File: config.mk
export PLATFORM = sky130hd
export DESIGN_NAME = kmp_stream_matcher
export DESIGN_NICKNAME = d
export VERILOG_FILES = /design/src/design/kms_pkg.sv /design/src/design/kms_ram.sv /design/src/design/kms_seq.sv /design/src/design/kmp_stream_matcher.sv
export SDC_FILE = /design/constraint.sdc
export NUM_CORES = 2
export LEC_CHECK = 0
export BUFFER_PORTS_ARGS = -buffer_cell sky130_fd_sc_hd__buf_2
export CAP_MARGIN = 30
export CORE_MARGIN = 1
export CORE_UTILIZATION = 65
export CTS_CLUSTER_SIZE = 20
export DETAILED_ROUTE_END_ITERATION = 7
export PLACE_DENSITY = 0.82
export SYNTH_ARGS = -nofsm -noshare
export SYNTH_HDL_FRONTEND = slang
export SYNTH_SLANG_ARGS = --single-unit
File: constraint.sdc
create_clock -name i_clk -period 8.12 [get_ports i_clk]
set_input_delay 0.812 -clock i_clk [delete_from_list [all_inputs] [get_ports i_clk]]
set_output_delay 0.812 -clock i_clk [all_outputs]
set_load 0.02 [all_outputs]
File: src/design/kms_pkg.sv
// Shared types and constants for the KMP stream matcher.
`timescale 1ns / 1ps

package kms_pkg;

    localparam int PATTERN_MAX   = 64;
    localparam int POSITION_BITS = 20;
    localparam int ADDR_W        = $clog2(PATTERN_MAX);
    localparam int LEN_W         = $clog2(PATTERN_MAX + 1);
    localparam int START_W       = 21;

    localparam logic MODE_PATTERN = 1'b0;
    localparam logic MODE_TEXT    = 1'b1;

    localparam logic [1:0] ST_SEARCH  = 2'd0;
    localparam logic [1:0] ST_FOUND   = 2'd1;
    localparam logic [1:0] ST_NOMATCH = 2'd2;
    localparam logic [1:0] ST_ALREADY = 2'd3;

    typedef struct packed {
        logic       mode;
        logic [7:0] data_byte;
        logic       first;
        logic       last;
    } t_in;

    typedef struct packed {
        logic [1:0]         status;
        logic [START_W-1:0] start_position;
    } t_out;

    typedef struct packed {
        logic              pat_we;
        logic [ADDR_W-1:0] pat_waddr;
        logic [7:0]        pat_wdata;
        logic [ADDR_W-1:0] pat_raddr;
        logic              fail_we;
        logic [ADDR_W-1:0] fail_waddr;
        logic [LEN_W-1:0]  fail_wdata;
        logic [ADDR_W-1:0] fail_raddr;
    } t_mem_ctrl;

    typedef struct packed {
        logic valid;
        t_out data;
    } t_res;

    typedef enum logic [1:0] {
        S_IDLE = 2'b01,
        S_WALK = 2'b10
    } t_state;

endpackage

File: src/design/kms_ram.sv
// Generic single-write, single-read RAM with registered read data.
`timescale 1ns / 1ps

module kms_ram #(
    parameter int WIDTH = 8,
    parameter int DEPTH = 64
) (
    input  logic                     i_clk,
    input  logic                     i_we,
    input  logic [$clog2(DEPTH)-1:0] i_waddr,
    input  logic [WIDTH-1:0]         i_wdata,
    input  logic [$clog2(DEPTH)-1:0] i_raddr,
    output logic [WIDTH-1:0]         o_rdata
);

    logic [WIDTH-1:0] r_mem [DEPTH];
    logic [WIDTH-1:0] r_rdata;

    always_ff @(posedge i_clk) begin
        if (i_we) begin
            r_mem[i_waddr] <= i_wdata;
        end
        r_rdata <= r_mem[i_raddr];
    end

    assign o_rdata = r_rdata;

endmodule

File: src/design/kms_seq.sv
// Sequencer: pattern load, failure-table build and text search over the RAMs.
`timescale 1ns / 1ps

module kms_seq (
    input  logic                      i_clk,
    input  logic                      i_rst_n,
    input  logic                      i_in_valid,
    input  kms_pkg::t_in              i_in,
    output logic                      o_busy,
    input  logic                      i_out_blocked,
    output kms_pkg::t_mem_ctrl        o_mem,
    input  logic [7:0]                i_pat_q,
    input  logic [kms_pkg::LEN_W-1:0] i_fail_q,
    output kms_pkg::t_res             o_res
);

    localparam int LW = kms_pkg::LEN_W;
    localparam int AW = kms_pkg::ADDR_W;
    localparam int PW = kms_pkg::POSITION_BITS;
    localparam int SW = kms_pkg::START_W;

    kms_pkg::t_state r_state, n_state;
    logic [LW-1:0]   r_k, n_k;
    logic [LW-1:0]   r_plen, n_plen;
    logic [LW-1:0]   r_pb, n_pb;
    logic [LW-1:0]   r_match, n_match;
    logic [PW-1:0]   r_pos, n_pos;
    logic            r_found, n_found;
    logic            r_skip, n_skip;
    logic            r_mode;
    logic [7:0]      r_c;
    logic            r_last;

    logic          accept;
    logic [LW-1:0] pat_i;
    logic [LW-1:0] text_j0;
    logic          pat_full;
    logic          eq;
    logic          walk_more;
    logic          fin;
    logic [LW-1:0] k_fin;
    logic [LW-1:0] raddr;
    logic [LW-1:0] raddr_m1;
    logic [PW-1:0] pos_inc;
    logic          hit;
    logic [SW-1:0] start_old;
    logic [SW-1:0] start_new;

    assign accept   = i_in_valid && (r_state == kms_pkg::S_IDLE);
    assign pat_i    = i_in.first ? '0 : r_plen;
    assign text_j0  = i_in.first ? '0 : r_match;
    assign pat_full = (pat_i >= LW'(kms_pkg::PATTERN_MAX));
    assign eq       = (i_pat_q == r_c);
    assign walk_more = (r_state == kms_pkg::S_WALK) && !r_skip && (r_k != '0) && !eq;
    assign fin = (r_state == kms_pkg::S_WALK) && !walk_more
                 && ((r_mode == kms_pkg::MODE_PATTERN) || !i_out_blocked);
    assign k_fin   = r_k + LW'(eq);
    assign pos_inc = (r_pos == {PW{1'b1}}) ? r_pos : r_pos + PW'(1);
    assign hit     = (r_plen != '0) && (k_fin >= r_plen);

    // 1-based start: position of last matched byte + 1 - pattern length
    assign start_old = SW'(r_pos) + SW'(1) - SW'(r_plen);
    assign start_new = SW'(pos_inc) + SW'(1) - SW'(r_plen);

    always_comb begin
        if (r_state == kms_pkg::S_IDLE) begin
            raddr = (i_in.mode == kms_pkg::MODE_PATTERN) ? r_pb : text_j0;
        end else begin
            raddr = walk_more ? i_fail_q : r_k;
        end
        raddr_m1 = raddr - LW'(1);
    end

    always_comb begin
        o_mem.pat_we     = accept && (i_in.mode == kms_pkg::MODE_PATTERN) && !pat_full;
        o_mem.pat_waddr  = pat_i[AW-1:0];
        o_mem.pat_wdata  = i_in.data_byte;
        o_mem.pat_raddr  = raddr[AW-1:0];
        o_mem.fail_raddr = raddr_m1[AW-1:0];
        if (r_state == kms_pkg::S_IDLE) begin
            o_mem.fail_we    = o_mem.pat_we && (pat_i == '0);
            o_mem.fail_waddr = '0;
            o_mem.fail_wdata = '0;
        end else begin
            o_mem.fail_we    = fin && (r_mode == kms_pkg::MODE_PATTERN);
            o_mem.fail_waddr = r_plen[AW-1:0];
            o_mem.fail_wdata = k_fin;
        end
    end

    always_comb begin
        o_res.valid = fin && (r_mode == kms_pkg::MODE_TEXT);
        if (r_found) begin
            o_res.data.status         = kms_pkg::ST_ALREADY;
            o_res.data.start_position = start_old;
        end else if (hit) begin
            o_res.data.status         = kms_pkg::ST_FOUND;
            o_res.data.start_position = start_new;
        end else begin
            o_res.data.status         = r_last ? kms_pkg::ST_NOMATCH : kms_pkg::ST_SEARCH;
            o_res.data.start_position = '0;
        end
    end

    always_comb begin
        n_state = r_state;
        n_k     = r_k;
        n_plen  = r_plen;
        n_pb    = r_pb;
        n_match = r_match;
        n_pos   = r_pos;
        n_found = r_found;
        n_skip  = r_skip;
        case (r_state)
            kms_pkg::S_IDLE: begin
                if (accept) begin
                    if (i_in.mode == kms_pkg::MODE_PATTERN) begin
                        n_match = '0;
                        n_pos   = '0;
                        n_found = 1'b0;
                        n_skip  = 1'b0;
                        if (i_in.first) begin
                            n_plen = '0;
                            n_pb   = '0;
                        end
                        if (!pat_full) begin
                            if (pat_i == '0) begin
                                n_plen = LW'(1);
                                n_pb   = '0;
                            end else begin
                                n_k     = r_pb;
                                n_state = kms_pkg::S_WALK;
                            end
                        end
                    end else begin
                        if (i_in.first) begin
                            n_match = '0;
                            n_pos   = '0;
                            n_found = 1'b0;
                        end
                        n_skip  = (!i_in.first && r_found) || (r_plen == '0);
                        n_k     = text_j0;
                        n_state = kms_pkg::S_WALK;
                    end
                end
            end
            kms_pkg::S_WALK: begin
                if (walk_more) begin
                    n_k = i_fail_q;
                end else if (fin) begin
                    n_state = kms_pkg::S_IDLE;
                    if (r_mode == kms_pkg::MODE_PATTERN) begin
                        n_pb   = k_fin;
                        n_plen = r_plen + LW'(1);
                    end else if (!r_found) begin
                        n_pos = pos_inc;
                        if (r_plen != '0) begin
                            n_match = k_fin;
                            n_found = hit;
                        end
                    end
                end
            end
            default: begin
                n_state = kms_pkg::S_IDLE;
            end
        endcase
    end

    always_ff @(posedge i_clk) begin
        if (!i_rst_n) begin
            r_state <= kms_pkg::S_IDLE;
            r_k     <= '0;
            r_plen  <= '0;
            r_pb    <= '0;
            r_match <= '0;
            r_pos   <= '0;
            r_found <= 1'b0;
            r_skip  <= 1'b0;
        end else begin
            r_state <= n_state;
            r_k     <= n_k;
            r_plen  <= n_plen;
            r_pb    <= n_pb;
            r_match <= n_match;
            r_pos   <= n_pos;
            r_found <= n_found;
            r_skip  <= n_skip;
        end
    end

    always_ff @(posedge i_clk) begin
        if (accept) begin
            r_mode <= i_in.mode;
            r_c    <= i_in.data_byte;
            r_last <= i_in.last;
        end
    end

    assign o_busy = (r_state != kms_pkg::S_IDLE);

endmodule

File: src/design/kmp_stream_matcher.sv
// KMP stream matcher: pattern load, failure-table build, first-occurrence search.
// Text byte: taken in S_IDLE, then S_WALK follows the failure chain; next byte waits for the walk.
// Pattern byte: the first byte or one past the store needs no walk, else S_WALK as for text.
// The chain walk reads pattern and failure RAMs once per cycle; one byte in flight.
// Result sits in an output register, so a new byte is taken while it waits.
// Sync reset clears control state only; RAM contents stay undefined, no clearing pass.
`timescale 1ns / 1ps

module kmp_stream_matcher (
    input  logic          i_clk,
    input  logic          i_rst_n,
    input  logic          i_in_valid,
    output logic          o_in_stall,
    input  kms_pkg::t_in  i_in,
    output logic          o_out_valid,
    input  logic          i_out_stall,
    output kms_pkg::t_out o_out
);

    kms_pkg::t_mem_ctrl        mem;
    kms_pkg::t_res             res;
    logic [7:0]                pat_q;
    logic [kms_pkg::LEN_W-1:0] fail_q;
    logic                      busy;
    logic                      out_blocked;

    logic          r_out_valid;
    kms_pkg::t_out r_out;

    assign out_blocked = r_out_valid && i_out_stall;

    kms_ram #(
        .WIDTH(8),
        .DEPTH(kms_pkg::PATTERN_MAX)
    ) u_pat_ram (
        .i_clk  (i_clk),
        .i_we   (mem.pat_we),
        .i_waddr(mem.pat_waddr),
        .i_wdata(mem.pat_wdata),
        .i_raddr(mem.pat_raddr),
        .o_rdata(pat_q)
    );

    kms_ram #(
        .WIDTH(kms_pkg::LEN_W),
        .DEPTH(kms_pkg::PATTERN_MAX)
    ) u_fail_ram (
        .i_clk  (i_clk),
        .i_we   (mem.fail_we),
        .i_waddr(mem.fail_waddr),
        .i_wdata(mem.fail_wdata),
        .i_raddr(mem.fail_raddr),
        .o_rdata(fail_q)
    );

    kms_seq u_seq (
        .i_clk        (i_clk),
        .i_rst_n      (i_rst_n),
        .i_in_valid   (i_in_valid),
        .i_in         (i_in),
        .o_busy       (busy),
        .i_out_blocked(out_blocked),
        .o_mem        (mem),
        .i_pat_q      (pat_q),
        .i_fail_q     (fail_q),
        .o_res        (res)
    );

    // sequencer only finishes a text byte when this register can take the beat
    always_ff @(posedge i_clk) begin
        if (!i_rst_n) begin
            r_out_valid <= 1'b0;
        end else if (res.valid) begin
            r_out_valid <= 1'b1;
        end else if (!i_out_stall) begin
            r_out_valid <= 1'b0;
        end
    end

    always_ff @(posedge i_clk) begin
        if (res.valid) begin
            r_out <= res.data;
        end
    end

    assign o_in_stall  = busy;
    assign o_out_valid = r_out_valid;
    assign o_out       = r_out;

endmodule

; ---- Word-level counts from Yosys, hierarchy flattened
; Memories as Yosys holds them, arrays and structs flattened. A register that Yosys moved wholly into a read port is not among the register bits.
; Index checks and enable logic that the tools add are counted.
[classes]
n_addsub = 8
multipliers = 0
div = 0
n_lt_le_gt_ge = 2
n_eq_ne = 17
shift = 0
muxes = 71
bitwise = 2
n_reduce_logical = 35
[op_table]
columns = operator, n
row1 = 2-to-1 mux 7 bit, 29
row2 = 2-to-1 mux 20 bit, 8
row3 = one-hot mux 7 bit (2 select lines), 4
row4 = adder 20 x 1 -> 21 bit (second input constant), 2
row5 = subtractor 21 x 7 -> 21 bit, 2
row6 = one-hot mux 20 bit (2 select lines), 1
row7 = 2-to-1 mux 23 bit, 1
row8 = 2-to-1 mux 21 bit, 1
row9 = adder 20 x 1 -> 20 bit (second input constant), 1
row10 = == test 20 bit (second input constant), 1
row11 = 2-to-1 mux 1 bit, 15
row12 = logical AND 1 bit, 14
row13 = zero test 7 bit, 2
row14 = 2-to-1 mux 14 bit, 1
row15 = 2-to-1 mux 2 bit, 7
row16 = AND reduction 7 bit, 2
row17 = nonzero test 7 bit, 2
row18 = 2-to-1 mux 6 bit, 2
row19 = AND reduction 6 bit, 2
row20 = inequality test 2 x 1 -> 1 bit (second input constant), 5
row21 = inequality test 2 bit (second input constant), 5
row22 = inequality test 3 bit (second input constant), 3
row23 = == test 8 bit, 1
row24 = adder 7 x 1 -> 7 bit, 1
row25 = 16 further kinds, 23
[word_totals]
ff_bits = 86
latchBits = 0
ram_bits = 960
rom_bits = 0
inputBits = 15
wordCells = 152
n_memories = 2
[mem_list]
columns = name, depth, word_bits, rd, rd_ports_with_merged_regs, wr, line
row1 = u_pat_ram.r_mem, 64, 8, 1, 1, 1, kms_ram.sv:16  ; logic [WIDTH-1:0] r_mem [DEPTH];
row2 = u_fail_ram.r_mem, 64, 7, 1, 1, 1, kms_ram.sv:16

; ---- Longest topological paths before layout
[logic_depth]
word_depth = 11
depth_mapped = 21
depth_no_buf = 20

; ---- Cells and area by module
; From an unflattened synthesis, not the netlist that was laid out.
[unflattened]
cells_unflattened = 2614
area_unflattened_um2 = 44864.3
[by_module_without_submodules]
columns = mod, n_inst, cells_each, area_each_um2
row1 = kms_ram (u_pat_ram), 1, 940, 20166.8
row2 = kms_ram (u_fail_ram), 1, 827, 17634.4
row3 = kms_seq, 1, 821, 6336.1
row4 = kmp_stream_matcher, 1, 26, 726.9

; ---- Worst setup path before layout
; No wires, ideal clock.
[synth_timing]
kind = input-to-reg
from = input port i_in[10] in the netlist's numbering
to = register u_fail_ram.r_rdata[2], in the netlist u_fail_ram.o_rdata[2], read port of u_fail_ram.r_mem
setup_time_ns = 0.125
t_arrival_ns = 4.532
slack_ns = 3.463
stages = 18
cell_sequence = clkbuf_1 -> nand2_1 -> o2bb2ai_1 -> a22oi_1 -> nand3_1 -> buf_2 -> buf_1 -> clkinv_1 -> ha_1 -> clkbuf_1 -> inv_1 -> clkbuf_1 -> clkbuf_1 -> mux4_2 -> a211oi_1 -> a311oi_1 -> a31oi_1 -> a21oi_1
[synth_via]
elab_chain_cells = 3
[synth_rtl]
columns = element, line
row1 = "start, declared", kmp_stream_matcher.sv:14  ; input kms_pkg::t_in i_in,
row2 = 2-to-1 mux 6 bit, kms_seq.sv:67  ; raddr = (i_in.mode == kms_pkg::MODE_PATTERN) ? r_pb : text_j0;
row3 = 2-to-1 mux 6 bit, kms_seq.sv:66  ; if (r_state == kms_pkg::S_IDLE) begin
row4 = subtractor 6 x 1 -> 6 bit, kms_seq.sv:71  ; raddr_m1 = raddr - LW'(1);
row5 = "end, declared", kms_ram.sv:17  ; logic [WIDTH-1:0] r_rdata;
; Every way passes these cells.
; A chain may end at the register's enable or synchronous reset.

; ---- Worst setup path after layout
[layout_timing]
from = register u_seq.r_k[2]
to = register u_fail_ram.r_rdata[4], in the netlist u_fail_ram.o_rdata[4], read port of u_fail_ram.r_mem
[layout_via]
elab_chain_cells = 6
[layout_rtl]
columns = element, line
row1 = "start, declared", kms_seq.sv:23  ; logic [LW-1:0] r_k, n_k;
row2 = "start signal, assigned", kms_seq.sv:182  ; r_k <= n_k;
row3 = nonzero test 7 bit, kms_seq.sv:54  ; assign walk_more = (r_state == kms_pkg::S_WALK) && !r_skip && (r_k != '0) && !eq;
row4 = logical AND 1 bit (2 in series), kms_seq.sv:54
row5 = 2-to-1 mux 7 bit (*), n/a
row6 = 2-to-1 mux 6 bit (*), kms_seq.sv:66
row7 = subtractor 6 x 1 -> 6 bit (*), kms_seq.sv:71
; Mark *: on every way between the ends. The rest lies on a longest branch, timed or not.

==> impl_metrics.env <==
export IMPL_status="finished, final reports clean"
export IMPL_hold_viol_final=0
export IMPL_max_slew_worst_pin_slew_ns=1.033
export IMPL_syn_nets=3214
export IMPL_p_per_area_nw_per_um2=277.8
export IMPL_fin_crit_sh_pct=72.97
export IMPL_r2r_start="u_seq.r_k[2]"
export IMPL_synth_seq_cells=1061
export IMPL_rsz0062_at_grt="false"
export IMPL_pin_count=40
export IMPL_viasPerCell=6.740
export IMPL_finClkSkew_ns=0.04151
export IMPL_firstDrtPassIters=8
export IMPL_wl_per_cell_microns=26.35
export IMPL_hold_path_startpoint="i_in[0]"
export IMPL_nets=3237
export IMPL_worstSkewPairLatency_ns=0.69
export IMPL_max_freq_mhz=168.8
export IMPL_cts_max_path_buffers=3
export IMPL_place_ws_ns=2.327
export IMPL_synth_avg_cell_area_sq_um=14.54
export IMPL_finalInstanceArea_sq_um=49770
export IMPL_antenna_found_initial=1
export IMPL_critical_path_most_common_cell="a311oi_1"
export IMPL_route_detailed_drc=0
export IMPL_numCtsBuffers=102
export IMPL_syn_instance_count=3118
export IMPL_yosysWarnings=0
export IMPL_drtAntennaViolNets=0
export IMPL_layout_cells_most_common="edfxtp_1"
export IMPL_cp_slowest_stage_delay_ns=0.62
export IMPL_cp_end_kind="flip-flop"
export IMPL_startpoint="u_seq.r_k[2]"
export IMPL_grt_pass1_wl_mm=165.1
export IMPL_gp_congestion=0.8984
export IMPL_cts_tree="done"
export IMPL_ys_flop_type="edfxtp_1"
export IMPL_grt_overflow=0
export IMPL_clock_root_buffer="clkbuf_16"
export IMPL_crit_path_start_kind="flip-flop"
export IMPL_cts_hold_fix_buffers=0
export IMPL_via_count=28020
export IMPL_crit_type="flip-flop to flip-flop"
export IMPL_critPathMaxFanout=54
export IMPL_ys_seq_area_share_pct=68.78
export IMPL_total_power_mw=13.83
export IMPL_maxCapViolCount=0
export IMPL_die_h_microns=266.1
export IMPL_synth_top_area_share_pct=65.78
export IMPL_synth_cell_types=70
export IMPL_portBuffers=39
export IMPL_wl_mm=109.6
export IMPL_cts_num_sinks=1061
export IMPL_syn_area_sq_um=45330
export IMPL_fin_worst_hold_slack_ns=0.3306
export IMPL_crit_chain="or4_4 > o41ai_2 > a22oi_1 > nand3_4 > clkinv_1 > ha_1 > inv_4 > buf_4 > mux4_2 > a211oi_1 > a311oi_1 > a311oi_1 > a21oi_1"
export IMPL_ir_worst_vdd_uv=264.0
export IMPL_synth_area_leader_cell="edfxtp_1"
export IMPL_leakagePower_nw=16.45
export IMPL_die_x_microns=266.1
export IMPL_rr_worst_depth=13
export IMPL_tns_ns=0
export IMPL_drt_iter0_drc=3966
export IMPL_slowest_stage="inv_4"
export IMPL_final_cell_mix="993 x edfxtp_1, 466 x nand2_1, 198 x nor2_1, 160 x mux2i_1, 109 x a21oi_1"
export IMPL_maxSlewViolCount=0
export IMPL_start_util_pct=65.86
export IMPL_dp_hpwl_mm=65.47
export IMPL_crit_required_ns=8.66
export IMPL_core_area_sq_um=68830
export IMPL_hold_class="primary input to flip-flop"
export IMPL_fin_ws_ns=2.195
export IMPL_grt_pass1_vias=27400
export IMPL_relSlewSlack_pct=31.14
export IMPL_fill_cells=4040
export IMPL_holdPathStages=1
export IMPL_crit_arrival_ns=6.46
export IMPL_post_cts_buffers=0
export IMPL_core_rowCount=96
export IMPL_drive_above_1_share_pct=12.06
export IMPL_synth_area_leaders="edfxtp_1 66%, mux4_2 5.3%, nand2_1 3.9%"
export IMPL_clkTransAtPathRegs_ns=0.06
export IMPL_grt_max_degree=149
export IMPL_die_area_sq_um=70800
export IMPL_synth_edf_count=993
export IMPL_cts_resized=0
export IMPL_h_tree_depth=3
export IMPL_layout_min_cycle_time_ns=5.925
export IMPL_place_area_sq_um=46330
export IMPL_grtUsageTotal_pct=31.06
export IMPL_setup_viol=0
export IMPL_synthArstFlopShare_pct=0
export IMPL_area_growth_synth_to_final_pct=9.790
[per-stage QoR]
step | utilization (%) | std cells
6_report | 72.31 | 4158
5_1_grt | 72.31 | 4157
4_1_cts | 72.31 | 4157
3_5_place_dp | 67.32 | 3968
3_3_place_gp | 67.30 | 3966
2_1_floorplan | - | 3118
[synthesized netlist by cell type, types with 5 or more instances]
| cell | n |
|---|---|
| o21a_1 | 15 |
| inv_1 | 69 |
| a21o_1 | 22 |
| o2bb2ai_1 | 8 |
| nand4_1 | 9 |
| o22ai_1 | 42 |
| nor4_1 | 5 |
| o21bai_1 | 7 |
| buf_6 | 11 |
| nor2b_1 | 24 |
| clkbuf_1 | 77 |
| or2_2 | 5 |
| nor3_1 | 30 |
| a22o_1 | 16 |
| a311oi_1 | 21 |
| and2_1 | 35 |
| o211ai_1 | 5 |
| o21ai_0 | 76 |
| o221a_2 | 7 |
| a211o_1 | 8 |
| edfxtp_1 | 993 |
| nand3_1 | 46 |
| a211oi_1 | 72 |
| a2111oi_0 | 32 |
| xor2_1 | 12 |
| o22a_1 | 6 |
| dfxtp_1 | 68 |
| a22oi_1 | 12 |
| o31ai_1 | 7 |
| buf_1 | 7 |
| a21oi_1 | 109 |
| nand2_1 | 466 |
| and3_1 | 16 |
| mux2i_1 | 160 |
| ha_1 | 79 |
| xnor2_1 | 55 |
| buf_2 | 56 |
| mux4_2 | 107 |
| o221ai_1 | 32 |
| a21boi_0 | 5 |
| nor2_1 | 204 |
| or3_1 | 5 |
| a31oi_1 | 24 |
| buf_4 | 13 |
[report_power, final]
part	switching, mW	internal [mW]
clock	2.07	2.76
sequential	0.0724	6.13
combinational	1.88	0.920
total	4.02	9.80
[per-layer routing]
metal	part of all wire, %	track usage [%]
met3	10	4.972
met1	38	42.77
met2	49	50.68
met4	3.6	11.28
met5	0.012	0
[registers in the layout (all words and copies together), names as in the netlist]
name,cells
u_pat_ram.o_rdata,8
u_seq.r_c,8
u_fail_ram.o_rdata,7
u_pat_ram.r_mem,512
o_out_valid,1
u_seq.r_last,1
u_seq.r_match,7
u_seq.r_plen,7
u_seq.r_pos,20
u_seq.r_mode,1
u_seq.r_state,2
u_seq.r_pb,7
u_seq.r_k,7
u_fail_ram.r_mem,448
u_seq.r_skip,1
u_seq.r_found,1
o_out,23
[path summary, 6_finish.rpt]
check,slack [ns],end
setup reg to reg,2.20,u_fail_ram.o_rdata[4]
hold / removal,0.33,u_seq.r_last
setup / recovery,2.20,u_fail_ram.o_rdata[4]
hold reg to reg,0.48,u_seq.r_skip
[layout make-up]
class                   instances  area (sq um)  area share [%]
inverters                      73         279.0          0.5606
diodes                          1         2.502        0.005028
clock inverters                63         659.4           1.325
clock buffers                 126          2775           5.576
well taps                     931          1165           2.340
repair buffers                 83         535.5           1.076
flip-flops and latches       1061         31180           62.65
multi-input cells            1820         13170           26.47
[cells by family (layout without fill, tap and decap cells)]
logic type / after synthesis / after routing / share of synthesized area (%)
AND/OR/NAND/NOR: 859 / 859 / 8.004
AO/OA/AOI/OAI: 545 / 545 / 8.355
XOR/XNOR: 68 / 68 / 1.330
adder cells (fa/ha/maj): 81 / 81 / 2.269
buffers and inverters: 237 / 345 / 2.412
flip-flops: 1061 / 1061 / 68.78
multiplexers: 267 / 267 / 8.849
other: 0 / 1 / 0
[critical path: cells and delay by family (launching register included)]
kind,cells,cell delay (ns)
AOI/OAI and AO/OA,6,1.60
muxes,1,0.40
adders and majority gates,1,0.61
buffers and inverters,3,1.67
DFF,1,0.38
and+or+nand+nor,2,1.05
No activity file was read; power rests on OpenSTA's default activity.
